==> src/rtl/paa_pkg.sv <==
// ----------------------------------------------------------------------------
// paa_pkg
// Shared types and codes for the pointer acceleration accumulator.
// ----------------------------------------------------------------------------
`default_nettype none

package paa_pkg;

  localparam int unsigned CntW = 5;

  // register indexes
  localparam logic [1:0] REG_PROFILE   = 2'd0;
  localparam logic [1:0] REG_GAIN      = 2'd1;
  localparam logic [1:0] REG_THRESHOLD = 2'd2;

  // profiles
  localparam logic [1:0] PROF_NONE   = 2'd0;
  localparam logic [1:0] PROF_LINEAR = 2'd1;
  localparam logic [1:0] PROF_EASED  = 2'd2;
  localparam logic [1:0] PROF_FIXED  = 2'd3;

  // datapath operations
  localparam logic [3:0] OP_NONE      = 4'd0;
  localparam logic [3:0] OP_LOAD      = 4'd1;
  localparam logic [3:0] OP_SQRT_STEP = 4'd2;
  localparam logic [3:0] OP_F_LIN     = 4'd3;
  localparam logic [3:0] OP_DIV_STEP  = 4'd4;
  localparam logic [3:0] OP_G_DONE    = 4'd5;
  localparam logic [3:0] OP_TERM_MUL  = 4'd6;
  localparam logic [3:0] OP_TERM_ACC  = 4'd7;
  localparam logic [3:0] OP_CAP       = 4'd8;
  localparam logic [3:0] OP_SQUARE    = 4'd9;
  localparam logic [3:0] OP_F_EXP     = 4'd10;
  localparam logic [3:0] OP_SCALE_X   = 4'd11;
  localparam logic [3:0] OP_SCALE_Y   = 4'd12;
  localparam logic [3:0] OP_COMMIT    = 4'd13;
  localparam logic [3:0] OP_TERM_DIV  = 4'd14;

  typedef struct packed {
    logic [3:0] op;
  } cmd_t;

  typedef struct packed {
    logic [1:0] profile;
    logic       m_zero;
    logic       exp_zero;
    logic       k_end;
  } status_t;

endpackage

`default_nettype wire

==> src/rtl/paa_ctrl.sv <==
// ----------------------------------------------------------------------------
// paa_ctrl
// Sequencer: steps the datapath through one request and runs the handshakes.
// ----------------------------------------------------------------------------
`default_nettype none

module paa_ctrl
  import paa_pkg::*;
(
  input  wire logic    clk,
  input  wire logic    rst,
  input  wire logic    in_valid,
  output logic         in_stall,
  output logic         out_valid,
  input  wire logic    out_stall,
  input  wire status_t status,
  output cmd_t         cmd
);

  localparam logic [3:0] S_IDLE   = 4'd0;
  localparam logic [3:0] S_DISP   = 4'd1;
  localparam logic [3:0] S_SQRT   = 4'd2;
  localparam logic [3:0] S_FLIN   = 4'd3;
  localparam logic [3:0] S_GDIV   = 4'd4;
  localparam logic [3:0] S_GDONE  = 4'd5;
  localparam logic [3:0] S_TMUL   = 4'd6;
  localparam logic [3:0] S_TDIV   = 4'd7;
  localparam logic [3:0] S_TACC   = 4'd8;
  localparam logic [3:0] S_CAP    = 4'd9;
  localparam logic [3:0] S_SQ     = 4'd10;
  localparam logic [3:0] S_FEXP   = 4'd11;
  localparam logic [3:0] S_SCX    = 4'd12;
  localparam logic [3:0] S_SCY    = 4'd13;
  localparam logic [3:0] S_COMMIT = 4'd14;

  localparam logic [CntW-1:0] LastStep   = CntW'(23);
  localparam logic [CntW-1:0] LastSquare = CntW'(3);

  logic [3:0]      state, state_next;
  logic [CntW-1:0] cnt, cnt_next;
  logic            out_valid_next;

  always_comb begin
    state_next = state;
    cnt_next   = cnt;
    cmd.op     = OP_NONE;
    in_stall   = 1'b1;
    unique case (state)
      S_IDLE: begin
        in_stall = 1'b0;
        if (in_valid) begin
          cmd.op     = OP_LOAD;
          state_next = S_DISP;
        end
      end
      S_DISP: begin
        cnt_next = '0;
        if (status.profile == PROF_LINEAR) begin
          state_next = S_SQRT;
        end else if (status.profile == PROF_EASED) begin
          state_next = (status.exp_zero || status.m_zero) ? S_FEXP : S_GDIV;
        end else begin
          state_next = S_SCX;
        end
      end
      S_SQRT: begin
        cmd.op   = OP_SQRT_STEP;
        cnt_next = cnt + 1'b1;
        if (cnt == LastStep) state_next = S_FLIN;
      end
      S_FLIN: begin
        cmd.op     = OP_F_LIN;
        state_next = S_SCX;
      end
      S_GDIV: begin
        cmd.op   = OP_DIV_STEP;
        cnt_next = cnt + 1'b1;
        if (cnt == LastStep) state_next = S_GDONE;
      end
      S_GDONE: begin
        cmd.op     = OP_G_DONE;
        state_next = S_TMUL;
      end
      S_TMUL: begin
        cmd.op     = OP_TERM_MUL;
        state_next = S_TDIV;
      end
      S_TDIV: begin
        cmd.op     = OP_TERM_DIV;
        state_next = S_TACC;
      end
      S_TACC: begin
        cmd.op     = OP_TERM_ACC;
        state_next = status.k_end ? S_CAP : S_TMUL;
      end
      S_CAP: begin
        cmd.op     = OP_CAP;
        cnt_next   = '0;
        state_next = S_SQ;
      end
      S_SQ: begin
        cmd.op   = OP_SQUARE;
        cnt_next = cnt + 1'b1;
        if (cnt == LastSquare) state_next = S_FEXP;
      end
      S_FEXP: begin
        cmd.op     = OP_F_EXP;
        state_next = S_SCX;
      end
      S_SCX: begin
        cmd.op     = OP_SCALE_X;
        state_next = S_SCY;
      end
      S_SCY: begin
        cmd.op     = OP_SCALE_Y;
        state_next = S_COMMIT;
      end
      S_COMMIT: begin
        if (!(out_valid && out_stall)) begin
          cmd.op     = OP_COMMIT;
          state_next = S_IDLE;
        end
      end
      default: state_next = S_IDLE;
    endcase
  end

  always_comb begin
    if (cmd.op == OP_COMMIT) begin
      out_valid_next = 1'b1;
    end else if (!out_stall) begin
      out_valid_next = 1'b0;
    end else begin
      out_valid_next = out_valid;
    end
  end

  always_ff @(posedge clk) begin
    if (rst) begin
      state     <= S_IDLE;
      cnt       <= '0;
      out_valid <= 1'b0;
    end else begin
      state     <= state_next;
      cnt       <= cnt_next;
      out_valid <= out_valid_next;
    end
  end

endmodule

`default_nettype wire

==> src/rtl/paa_datapath.sv <==
// ----------------------------------------------------------------------------
// paa_datapath
// Config registers, square root and divider units, shared multiplier, totals.
// ----------------------------------------------------------------------------
`default_nettype none

module paa_datapath
  import paa_pkg::*;
(
  input  wire logic        clk,
  input  wire logic        rst,
  input  wire logic        write_enable,
  input  wire logic [1:0]  reg_index,
  input  wire logic [15:0] write_data,
  input  wire logic [15:0] delta_x,
  input  wire logic [15:0] delta_y,
  input  wire logic [7:0]  button_mask,
  input  wire logic [7:0]  wheel_step,
  input  wire logic [7:0]  hwheel_step,
  input  wire cmd_t        cmd,
  output status_t          status,
  output logic [31:0]      acc_x,
  output logic [31:0]      acc_y,
  output logic [7:0]       held_buttons,
  output logic [31:0]      acc_wheel,
  output logic [31:0]      acc_hwheel
);

  logic [1:0]  profile;
  logic [11:0] gain;
  logic [15:0] threshold;
  logic [15:0] t_eff;

  logic [16:0] ax, ay, sx_in, sy_in;
  logic [16:0] ax_in, ay_in, m_in;
  logic        neg_x, neg_y;
  logic [16:0] m;
  logic [7:0]  wheel_in, hwheel_in, buttons_in;

  logic [47:0] rem_x, rem_y, root_x, root_y, sq_bit;
  logic [48:0] trial_x, trial_y;

  logic [16:0] divisor, drem;
  logic [23:0] dshift, quot;
  logic [17:0] dtrial;

  logic [23:0] g, term, tq;
  logic [32:0] x;
  logic [3:0]  k;
  logic [28:0] f;
  logic [31:0] sc_x, sc_y;

  logic [31:0] mul_a, mul_b;
  logic [63:0] prod;
  logic [16:0] e_val, one_minus_e;
  logic [24:0] s_sum;
  logic [31:0] add_x, add_y;

  // ceil(2^28 / k): exact quotient of a 24-bit value by k as (v * r) >> 28
  function automatic logic [27:0] recip_k(input logic [3:0] kk);
    logic [27:0] r;
    case (kk)
      4'd2:    r = 28'd134217728;
      4'd3:    r = 28'd89478486;
      4'd4:    r = 28'd67108864;
      4'd5:    r = 28'd53687092;
      4'd6:    r = 28'd44739243;
      4'd7:    r = 28'd38347923;
      4'd8:    r = 28'd33554432;
      4'd9:    r = 28'd29826162;
      4'd10:   r = 28'd26843546;
      4'd11:   r = 28'd24403224;
      default: r = 28'd22369622;
    endcase
    return r;
  endfunction

  assign t_eff = (threshold == '0) ? 16'd1 : threshold;

  assign sx_in = {delta_x[15], delta_x};
  assign sy_in = {delta_y[15], delta_y};
  assign ax_in = delta_x[15] ? (17'd0 - sx_in) : sx_in;
  assign ay_in = delta_y[15] ? (17'd0 - sy_in) : sy_in;
  assign m_in  = ax_in + ay_in;

  assign status.profile  = profile;
  assign status.m_zero   = (m == '0);
  assign status.exp_zero = ({m, 8'd0} >= ({5'd0, t_eff, 4'd0} - {7'd0, t_eff, 2'd0}));
  assign status.k_end    = (k == 4'd12);

  assign trial_x = {1'b0, root_x} + {1'b0, sq_bit};
  assign trial_y = {1'b0, root_y} + {1'b0, sq_bit};
  assign dtrial  = {drem, dshift[23]};
  assign s_sum   = {1'b0, root_x[23:0]} + {1'b0, root_y[23:0]};

  always_comb begin
    if (status.exp_zero) begin
      e_val = '0;
    end else if (status.m_zero) begin
      e_val = 17'h10000;
    end else begin
      e_val = {1'b0, x[31:16]};
    end
  end
  assign one_minus_e = 17'h10000 - e_val;

  always_comb begin
    mul_a = '0;
    mul_b = '0;
    unique case (cmd.op)
      OP_F_LIN:    begin mul_a = {20'd0, gain}; mul_b = {7'd0, s_sum}; end
      OP_F_EXP:    begin mul_a = {20'd0, gain}; mul_b = {15'd0, one_minus_e}; end
      OP_TERM_MUL: begin mul_a = {8'd0, term}; mul_b = {8'd0, g}; end
      OP_TERM_DIV: begin mul_a = {8'd0, tq}; mul_b = {4'd0, recip_k(k)}; end
      OP_SQUARE:   begin mul_a = x[31:0]; mul_b = x[31:0]; end
      OP_SCALE_X:  begin mul_a = {15'd0, ax}; mul_b = {3'd0, f}; end
      OP_SCALE_Y:  begin mul_a = {15'd0, ay}; mul_b = {3'd0, f}; end
      default:     begin mul_a = '0; mul_b = '0; end
    endcase
  end
  assign prod = {32'd0, mul_a} * {32'd0, mul_b};

  assign add_x = neg_x ? (32'd0 - sc_x) : sc_x;
  assign add_y = neg_y ? (32'd0 - sc_y) : sc_y;

  always_ff @(posedge clk) begin
    if (rst) begin
      profile   <= PROF_NONE;
      gain      <= '0;
      threshold <= 16'd256;
    end else if (write_enable) begin
      unique case (reg_index)
        REG_PROFILE:   profile   <= write_data[1:0];
        REG_GAIN:      gain      <= write_data[11:0];
        REG_THRESHOLD: threshold <= write_data;
        default:       ;
      endcase
    end
  end

  always_ff @(posedge clk) begin
    if (rst) begin
      acc_x        <= '0;
      acc_y        <= '0;
      held_buttons <= '0;
      acc_wheel    <= '0;
      acc_hwheel   <= '0;
    end else if (cmd.op == OP_COMMIT) begin
      acc_x        <= acc_x + add_x;
      acc_y        <= acc_y + add_y;
      held_buttons <= buttons_in;
      acc_wheel    <= acc_wheel + {{24{wheel_in[7]}}, wheel_in};
      acc_hwheel   <= acc_hwheel + {{24{hwheel_in[7]}}, hwheel_in};
    end
  end

  always_ff @(posedge clk) begin
    unique case (cmd.op)
      OP_LOAD: begin
        ax         <= ax_in;
        ay         <= ay_in;
        m          <= m_in;
        neg_x      <= delta_x[15];
        neg_y      <= delta_y[15];
        buttons_in <= button_mask;
        wheel_in   <= wheel_step;
        hwheel_in  <= hwheel_step;
        rem_x      <= {ax_in[15:0], 32'd0};
        rem_y      <= {ay_in[15:0], 32'd0};
        root_x     <= '0;
        root_y     <= '0;
        sq_bit     <= 48'd1 << 46;
        divisor    <= {1'b0, t_eff};
        drem       <= {m_in[12:0], 4'd0};
        dshift     <= '0;
        quot       <= '0;
        f          <= (profile == PROF_FIXED) ? (29'h10000 + {9'd0, gain, 8'd0})
                                              : 29'h10000;
      end
      OP_SQRT_STEP: begin
        if ({1'b0, rem_x} >= trial_x) begin
          rem_x  <= rem_x - trial_x[47:0];
          root_x <= (root_x >> 1) + sq_bit;
        end else begin
          root_x <= root_x >> 1;
        end
        if ({1'b0, rem_y} >= trial_y) begin
          rem_y  <= rem_y - trial_y[47:0];
          root_y <= (root_y >> 1) + sq_bit;
        end else begin
          root_y <= root_y >> 1;
        end
        sq_bit <= sq_bit >> 2;
      end
      OP_F_LIN: f <= 29'h10000 + {1'b0, prod[36:9]};
      OP_DIV_STEP: begin
        dshift <= {dshift[22:0], 1'b0};
        if (dtrial >= {1'b0, divisor}) begin
          drem <= 17'(dtrial - {1'b0, divisor});
          quot <= {quot[22:0], 1'b1};
        end else begin
          drem <= dtrial[16:0];
          quot <= {quot[22:0], 1'b0};
        end
      end
      OP_G_DONE: begin
        g    <= quot;
        term <= quot;
        x    <= 33'h1_0000_0000 - {9'd0, quot};
        k    <= 4'd2;
      end
      OP_TERM_MUL: tq   <= prod[55:32];
      OP_TERM_DIV: quot <= prod[51:28];
      OP_TERM_ACC: begin
        term <= quot;
        x    <= k[0] ? (x - {9'd0, quot}) : (x + {9'd0, quot});
        k    <= k + 4'd1;
      end
      OP_CAP:     if (x[32]) x <= 33'h0_FFFF_FFFF;
      OP_SQUARE:  x <= {1'b0, prod[63:32]};
      OP_F_EXP:   f <= 29'h10000 + {8'd0, prod[28:8]};
      OP_SCALE_X: sc_x <= prod[47:16];
      OP_SCALE_Y: sc_y <= prod[47:16];
      default:    ;
    endcase
  end

endmodule

`default_nettype wire

==> src/rtl/pointer_accel_accumulator.sv <==
// From acceptance to the result being offered: none and fixed go straight to scaling;
// linear first runs 24-step square roots; eased runs a 24-step divider, eleven series
// terms and four squarings, or none of these when exp is 0 or 1.
// Throughput: one request at a time, the next taken in the cycle after the commit;
// the commit waits while an earlier result is still stalled.
// Reset: synchronous; totals and buttons cleared, profile none, gain 0, threshold 1.0.
// ----------------------------------------------------------------------------
// pointer_accel_accumulator
// Pointer event acceleration and position/wheel accumulation.
// ----------------------------------------------------------------------------
`default_nettype none

module pointer_accel_accumulator
  import paa_pkg::*;
(
  input  wire logic               clk,
  input  wire logic               rst,
  input  wire logic               write_enable,
  input  wire logic [1:0]         reg_index,
  input  wire logic [15:0]        write_data,
  input  wire logic               in_valid,
  output logic                    in_stall,
  input  wire logic signed [15:0] delta_x,
  input  wire logic signed [15:0] delta_y,
  input  wire logic [7:0]         button_mask,
  input  wire logic signed [7:0]  wheel_step,
  input  wire logic signed [7:0]  hwheel_step,
  output logic                    out_valid,
  input  wire logic               out_stall,
  output logic signed [31:0]      pos_x,
  output logic signed [31:0]      pos_y,
  output logic [7:0]              buttons_now,
  output logic signed [31:0]      wheel_total,
  output logic signed [31:0]      hwheel_total
);

  cmd_t        cmd;
  status_t     status;
  logic [31:0] acc_x, acc_y, acc_wheel, acc_hwheel;
  logic [7:0]  held_buttons;

  paa_ctrl u_ctrl (
    .clk       (clk),
    .rst       (rst),
    .in_valid  (in_valid),
    .in_stall  (in_stall),
    .out_valid (out_valid),
    .out_stall (out_stall),
    .status    (status),
    .cmd       (cmd)
  );

  paa_datapath u_dp (
    .clk          (clk),
    .rst          (rst),
    .write_enable (write_enable),
    .reg_index    (reg_index),
    .write_data   (write_data),
    .delta_x      (delta_x),
    .delta_y      (delta_y),
    .button_mask  (button_mask),
    .wheel_step   (wheel_step),
    .hwheel_step  (hwheel_step),
    .cmd          (cmd),
    .status       (status),
    .acc_x        (acc_x),
    .acc_y        (acc_y),
    .held_buttons (held_buttons),
    .acc_wheel    (acc_wheel),
    .acc_hwheel   (acc_hwheel)
  );

  assign pos_x        = acc_x;
  assign pos_y        = acc_y;
  assign buttons_now  = held_buttons;
  assign wheel_total  = acc_wheel;
  assign hwheel_total = acc_hwheel;

endmodule

`default_nettype wire

==> config.mk <==
export PLATFORM = sky130hd
export DESIGN_NAME = pointer_accel_accumulator
export DESIGN_NICKNAME = d
export VERILOG_FILES = /design/src/rtl/paa_pkg.sv /design/src/rtl/paa_ctrl.sv /design/src/rtl/paa_datapath.sv /design/src/rtl/pointer_accel_accumulator.sv
export SDC_FILE = /design/constraint.sdc
export NUM_CORES = 2
export LEC_CHECK = 0
export ABC_AREA = 1
export BUFFER_PORTS_ARGS = -buffer_cell sky130_fd_sc_hd__buf_2
export CORE_ASPECT_RATIO = 0.6
export CORE_MARGIN = 8
export CORE_UTILIZATION = 35
export CTS_BUF_LIST = sky130_fd_sc_hd__clkbuf_4
export DETAILED_ROUTE_END_ITERATION = 12
export PLACE_DENSITY_LB_ADDON = 0.3
export SYNTH_ARGS = -nofsm -noshare
export SYNTH_HDL_FRONTEND = slang
export SYNTH_SLANG_ARGS = --single-unit
==> constraint.sdc <==
create_clock -name clk -period 14.6 [get_ports clk]
set_input_delay 3.65 -clock clk [delete_from_list [all_inputs] [get_ports clk]]
set_output_delay 3.65 -clock clk [all_outputs]
set_load 0.01 [all_outputs]
Word-level counts from Yosys, hierarchy flattened
Memories as Yosys holds them, arrays and structs flattened. A register that Yosys moved wholly into a read port is not among the register bits.
Index checks and enable logic that the tools add are counted.

operators by class
  $add $sub $neg = 27
  multipliers = 1
  order comparisons = 4
  eq/ne operators = 45
  mux-type cells = 47
  reductions and logical operators = 26

operators by type and width
  cell                                               number
  one-hot mux 48 bit (2 select lines)                5
  one-hot mux 32 bit (6 select lines)                2
  2-to-1 mux 48 bit                                  4
  one-hot mux 33 bit (4 select lines)                1
  adder 32 bit                                       4
  one-hot mux 4 bit (14 select lines)                2
  adder 48 x 48 -> 49 bit                            2
  >= comparator 48 x 49 -> 1 bit                     2
  adder 47 x 48 -> 48 bit                            2
  2-to-1 mux 32 bit                                  3
  subtractor 48 bit                                  2
  one-hot mux 29 bit (3 select lines)                1
  2-to-1 mux 17 bit                                  5
  one-hot mux 24 bit (3 select lines)                1
  multiplier 32 x 32 -> 64 bit                       1
  subtractor 1 x 32 -> 32 bit, first input constant  2
  == test 4 bit, second input constant               15
  one-hot mux 24 bit (2 select lines)                1
  2-to-1 mux 4 bit                                   11
  one-hot mux 17 bit (2 select lines)                1
  subtractor 1 x 16 -> 17 bit, first input constant  2
  adder 33 x 24 -> 33 bit                            1
  2-to-1 mux 33 bit                                  1
  subtractor 33 x 24 -> 33 bit                       1
  other kinds (40)                                   78

word-level totals
  register bits = 776
  memory bits (read-only) = 448
  input port bits = 79
  output and inout bits = 138
  word-level logic and storage cells = 188
  memories kept = 1

memories
  memory            words  bits a word  rd ports  clocked after memory_dff  write ports  line                source
  (name not given)  16     28           1         1                         0            paa_datapath.sv:62  case (kk)

Logic depth before layout (Yosys ltp)
  word-level depth = 10
  depth in mapped cells = 85

Cells and area by module
A second synthesis with hierarchy kept.

unflattened totals
  cell total of the unflattened synthesis = 11054
  area total of the unflattened synthesis = 87368.8 um^2

by module, submodules not included
  module        times used  cells an instance  area each (um^2)
  paa_datapath  1           10911              86526.7
  paa_ctrl      1           143                842.1

Worst setup path after synthesis
Ideal clock, no wire load.

  kind = input port to flip-flop
  start = input port in_valid
  end = register u_dp.root_x[0], enable pin
  arrival = 11.011 ns
  slack = 3.106 ns
  stages on the path = 4
  buffers on the path = 0
  cells stage by stage = inv_1 -> nor2_1 -> inv_1 -> nand2_1

on the way
  cells in the longest elaborated chain, start to end = 4
  elaborated cells on any way between the ends = 5

RTL lines
  what                                                              line                             source
  start, declared                                                   pointer_accel_accumulator.sv:21  input wire logic in_valid,
  2-to-1 mux 1 bit *                                                paa_ctrl.sv:51                   if (in_valid) begin
  one-hot mux 4 bit (14 select lines) *                             paa_ctrl.sv:48                   unique case (state)
  == test 4 x 1 -> 1 bit or == test 4 x 2 -> 1 bit (tied branches)  paa_datapath.sv:158              unique case (cmd.op)
  nonzero test 2 bit (no line) *                                    n/a
  end signal, assigned                                              paa_datapath.sv:183              root_x <= (root_x >> 1) + sq_bit;
  end signal, assigned                                              paa_datapath.sv:185              root_x <= root_x >> 1;
  end, declared                                                     paa_datapath.sv:40               logic [47:0] rem_x, rem_y, root_x, root_y, sq_bit;

Mark *: on every way between the ends. The rest lies on a longest branch, timed or not.
A chain may end at the register's enable or synchronous reset.

Final worst setup path
  start = register u_dp.threshold[2]
  end = register u_dp.x[13], data pin

on the way
  cells in the longest elaborated chain, start to end = 9

RTL lines
  what                                 line                 source
  start, declared                      paa_datapath.sv:31   logic [15:0] threshold;
  start signal, assigned               paa_datapath.sv:135  REG_THRESHOLD: threshold <= write_data;
  zero test 16 bit                     paa_datapath.sv:78   assign t_eff = (threshold == '0) ? 16'd1 : threshold;
  2-to-1 mux 16 bit                    paa_datapath.sv:78
  net u_dp.t_eff[0]                    paa_datapath.sv:32   logic [15:0] t_eff;
  subtractor 20 x 18 -> 21 bit         paa_datapath.sv:88   assign status.exp_zero = ({m, 8'd0} >= ({5'd0, t_eff, 4'd0} - {7'd0, t_eff, 2'd0}));
  >= comparator 25 bit                 paa_datapath.sv:88
  2-to-1 mux 17 bit                    paa_datapath.sv:97   if (status.exp_zero) begin
  subtractor 17 bit                    paa_datapath.sv:105  assign one_minus_e = 17'h10000 - e_val;
  one-hot mux 32 bit (6 select lines)  paa_datapath.sv:110  unique case (cmd.op)
  multiplier 32 x 32 -> 64 bit         paa_datapath.sv:121  assign prod = {32'd0, mul_a} * {32'd0, mul_b};
  net u_dp.prod[45]                    paa_datapath.sv:54   logic [63:0] prod;
  one-hot mux 33 bit (4 select lines)  paa_datapath.sv:158
  end signal, assigned                 paa_datapath.sv:209  x <= 33'h1_0000_0000 - {9'd0, quot};
  end signal, assigned                 paa_datapath.sv:216  x <= k[0] ? (x - {9'd0, quot}) : (x + {9'd0, quot});
  end signal, assigned                 paa_datapath.sv:220  OP_SQUARE: x <= {1'b0, prod[63:32]};
  end, declared                        paa_datapath.sv:48   logic [32:0] x;

The timed path passes the listed nets, and every way through them passes these cells.

==> qor.yml <==
power_leakage_uw: 0.0449
fin_nets: 13100
first_iter_violations: 9679
num_rows: 142
synth-edff-count: 552
postRouteAntennaNets: 0
tritoncts_buffers: 193
report.final.hold_viol_count: 0
gp_congestion: 1.02
synthesis.area_per_instance_sq_um: 7.90
grt_antenna_before_repair: 13
clkSinkCount: 751
post-dp-hpwl_um: 265000
grt_use_total_pct: 23.7
grt_pass1_vias: 72000
path_common_cell: "sky130_fd_sc_hd__nand2_1"
seq_area_frac_synth_pct: 23.4
critPathRequiredTime_ps: 15400
hold_path.class: "reg2reg"
fin_skew_ps: 188
cap_violations: 0
timing.final.crit_period_ps: 13870
most-common-layout-cells: "sky130_fd_sc_hd__inv_1 (2124), sky130_fd_sc_hd__nand2_1 (2066), sky130_fd_sc_hd__nor2_1 (1120)"
flow.area_growth_from_synthesis_pct: 8.99
grt_start_max_net_pins: 91
setup_viol: 0
die_x_um: 663
cp-start-kind: "flop"
timing.final.crit_share_pct: 95.0
max_freq_ghz: 0.0721
core_sq_um: 250000
start_util_pct: 35.2
yosys_warnings: 0
drc: 0
placed_cell_count: 14500
p_total_uw: 13800
floorplan.die_area_sq_um: 268000
tns_ps: 0
worst-path-max-fanout: 24
worst-setup-path-type: "reg2reg"
max_slew.worst_pin.slew_ps: 1200
h-tree-depth: 4
timing_max_transition_violations_final: 0
average_detailed_routed_wire_length_per_instance_um: 22.0
run_status: "complete, no violations"
die_height_um: 404
io_pins: 217
power.density_nw_per_um2: 144
worstSetupEndpointType: "flop"
drt_pre_antenna_iters: 6
slew-limit-headroom_pct: 19.8
layout_commonest_cell: "sky130_fd_sc_hd__inv_1"
placed_area_sq_um: 93300
critPathMaxStageDelay_ps: 580
post_synth_inst_count: 11100
final_cell_count_no_fill: 14900
finalInstanceArea_sq_um: 95800
clock_latency_ps: 1160
synth_seq_cells: 751
vias: 77500
arrival_ps: 14670
drive_above_1_share_pct: 7.64
placement.io_buffers: 216
cts_tree: "done"
post_cts.repair.setup_buffers: 0
vdd_ir_drop_max_uv: 193
clk_root_buffer_cell: "sky130_fd_sc_hd__clkbuf_4"
critPathSlowestCell: "sky130_fd_sc_hd__fa_1"
path_clk_slew_ps: 80
yosysUniqueCellTypes: 81
asyncSetResetFlopFracSynth_pct: 0
post_synth_instance_area_sq_um: 87900
clk_path_buf_depth: 4
wl_um: 327000
setup_repair_after_global_routing_missed_its_margin: "no"
dominantRegCellSynth: "sky130_fd_sc_hd__edfxtp_1"
vias_per_cell: 5.22
globalRoute.totalOverflow: 0
wire_length_of_the_first_global_routing_pass_um: 483000
==> area by class of cell <==
cell class              count  area (sq um)
fillers                 26000        154000
multi-input cells        7886         58100
flip-flops and latches    751         20600
inverters                2168          8150
well taps                3312          4140
repair buffers            386          2360
clock buffers             287          2150
clock inverters            55           277
diodes                      8          20.0
==> cell usage after synthesis, types with 24 or more instances <==
cell,instances,share of area [%]
sky130_fd_sc_hd__nand2_2,26,0.19
sky130_fd_sc_hd__ha_1,716,10
sky130_fd_sc_hd__a31oi_1,80,0.57
sky130_fd_sc_hd__a21oi_1,794,4.5
sky130_fd_sc_hd__o21bai_1,108,0.92
sky130_fd_sc_hd__nor2_1,1131,4.8
sky130_fd_sc_hd__xnor2_1,157,1.6
sky130_fd_sc_hd__nor4_1,26,0.19
sky130_fd_sc_hd__nand3_1,241,1.4
sky130_fd_sc_hd__edfxtp_1,552,19
sky130_fd_sc_hd__nand4_1,83,0.59
sky130_fd_sc_hd__buf_2,26,0.15
sky130_fd_sc_hd__o21ai_1,61,0.35
sky130_fd_sc_hd__fa_1,905,21
sky130_fd_sc_hd__dfxtp_1,199,4.5
sky130_fd_sc_hd__o211ai_1,54,0.46
sky130_fd_sc_hd__a211oi_1,24,0.21
sky130_fd_sc_hd__nor3_1,111,0.63
sky130_fd_sc_hd__or2_2,52,0.37
sky130_fd_sc_hd__clkbuf_1,264,1.1
sky130_fd_sc_hd__nand2_1,2070,8.8
sky130_fd_sc_hd__xor2_1,286,2.9
sky130_fd_sc_hd__buf_1,24,0.10
sky130_fd_sc_hd__o21ai_0,636,3.6
sky130_fd_sc_hd__o22ai_1,32,0.23
sky130_fd_sc_hd__inv_1,2127,9.1
sky130_fd_sc_hd__o21a_1,41,0.35
==> power breakdown <==
group	leakage (uW)	internal (uW)	switching [uW]
registers	0.00707	3060	663
clock network	0.00146	933	1020
logic	0.0364	2470	5610
total	0.0449	6460	7290
==> timing repair <==
| action | in CTS | in global routing |
|---|---|---|
| endpoints found under the setup margin | 0 | 1 |
| hold buffers | 0 | 0 |
| gates resized for setup | 0 | 1 |
==> through the flow <==
stage | util [%] | hold WS (ps) | worst slack [ps]
detailed placement | 37.4 | 446 | 886
finish | 38.4 | 466 | 734
global route | 38.4 | 479 | 30.6
CTS | 38.4 | 462 | 833
global placement | 37.4 | 445 | 954
floorplan | - | 450 | 3110
==> metal layers <==
layer / GRT usage [%] / vias to the layer above / wire, um
met2: 28.3 / 4095 / 111000
met3: 8.35 / 334 / 46600
met5: 0 / - / 37
li1: - / 36200 / -
met4: 3.49 / 6 / 5130
met1: 39.3 / 36900 / 164000
==> path summary, 6_finish.rpt <==
path	startpoint	end	slack, ps	cells past startpoint
worst min register to register	u_dp.held_buttons[1]$_SDFFE_PP0P_	u_dp.held_buttons[1]$_SDFFE_PP0P_	470	2
worst max register to register	u_dp.threshold[2]$_SDFFE_PP0P_	u_dp.x[13]$_DFFE_PP_	730	74
worst min-delay path	u_dp.held_buttons[1]$_SDFFE_PP0P_	u_dp.held_buttons[1]$_SDFFE_PP0P_	470	2
worst max-delay path	u_dp.threshold[2]$_SDFFE_PP0P_	u_dp.x[13]$_DFFE_PP_	730	74
==> worst max-delay path: cells and delay by family (launching register included) <==
family	cells	cell delay [ps]
compound gates	14	2760
simple gates	38	4170
buf+inv	9	1070
flops	1	420
xor+xnor	1	250
fa+ha+maj	12	4890
==> logic make-up (layout without fill, tap and decap cells) <==
group | Yosys count | count (layout) | synth area share (%)
simple gates | 3809 | 3809 | 17.7
buf+inv | 2488 | 2896 | 10.7
compound gates | 2010 | 2010 | 12.9
fa+ha+maj | 1621 | 1621 | 30.8
flops | 751 | 751 | 23.4
xor+xnor | 444 | 444 | 4.43
other cells | 1 | 10 | 0.00427
==> registers in the layout (all words and copies together) (netlist names), 12 cells and up, named ones only <==
| signal | flops |
|---|---|
| u_dp.f | 29 |
| u_dp.ay | 17 |
| u_dp.gain | 12 |
| u_dp.x | 33 |
| u_dp.g | 24 |
| u_dp.sc_x | 32 |
| u_dp.drem | 17 |
| u_dp.acc_wheel | 32 |
| u_dp.acc_y | 32 |
| u_dp.sq_bit | 24 |
| u_dp.tq | 24 |
| u_dp.acc_x | 32 |
| u_dp.m | 17 |
| u_dp.term | 24 |
| u_dp.root_y | 48 |
| u_dp.acc_hwheel | 32 |
| u_dp.sc_y | 32 |
| u_dp.ax | 17 |
| u_dp.root_x | 48 |
| u_dp.rem_y | 48 |
| u_dp.divisor | 16 |
| u_dp.quot | 24 |
| u_dp.threshold | 16 |
| u_dp.rem_x | 48 |
Power figures use the tool's default switching activity.
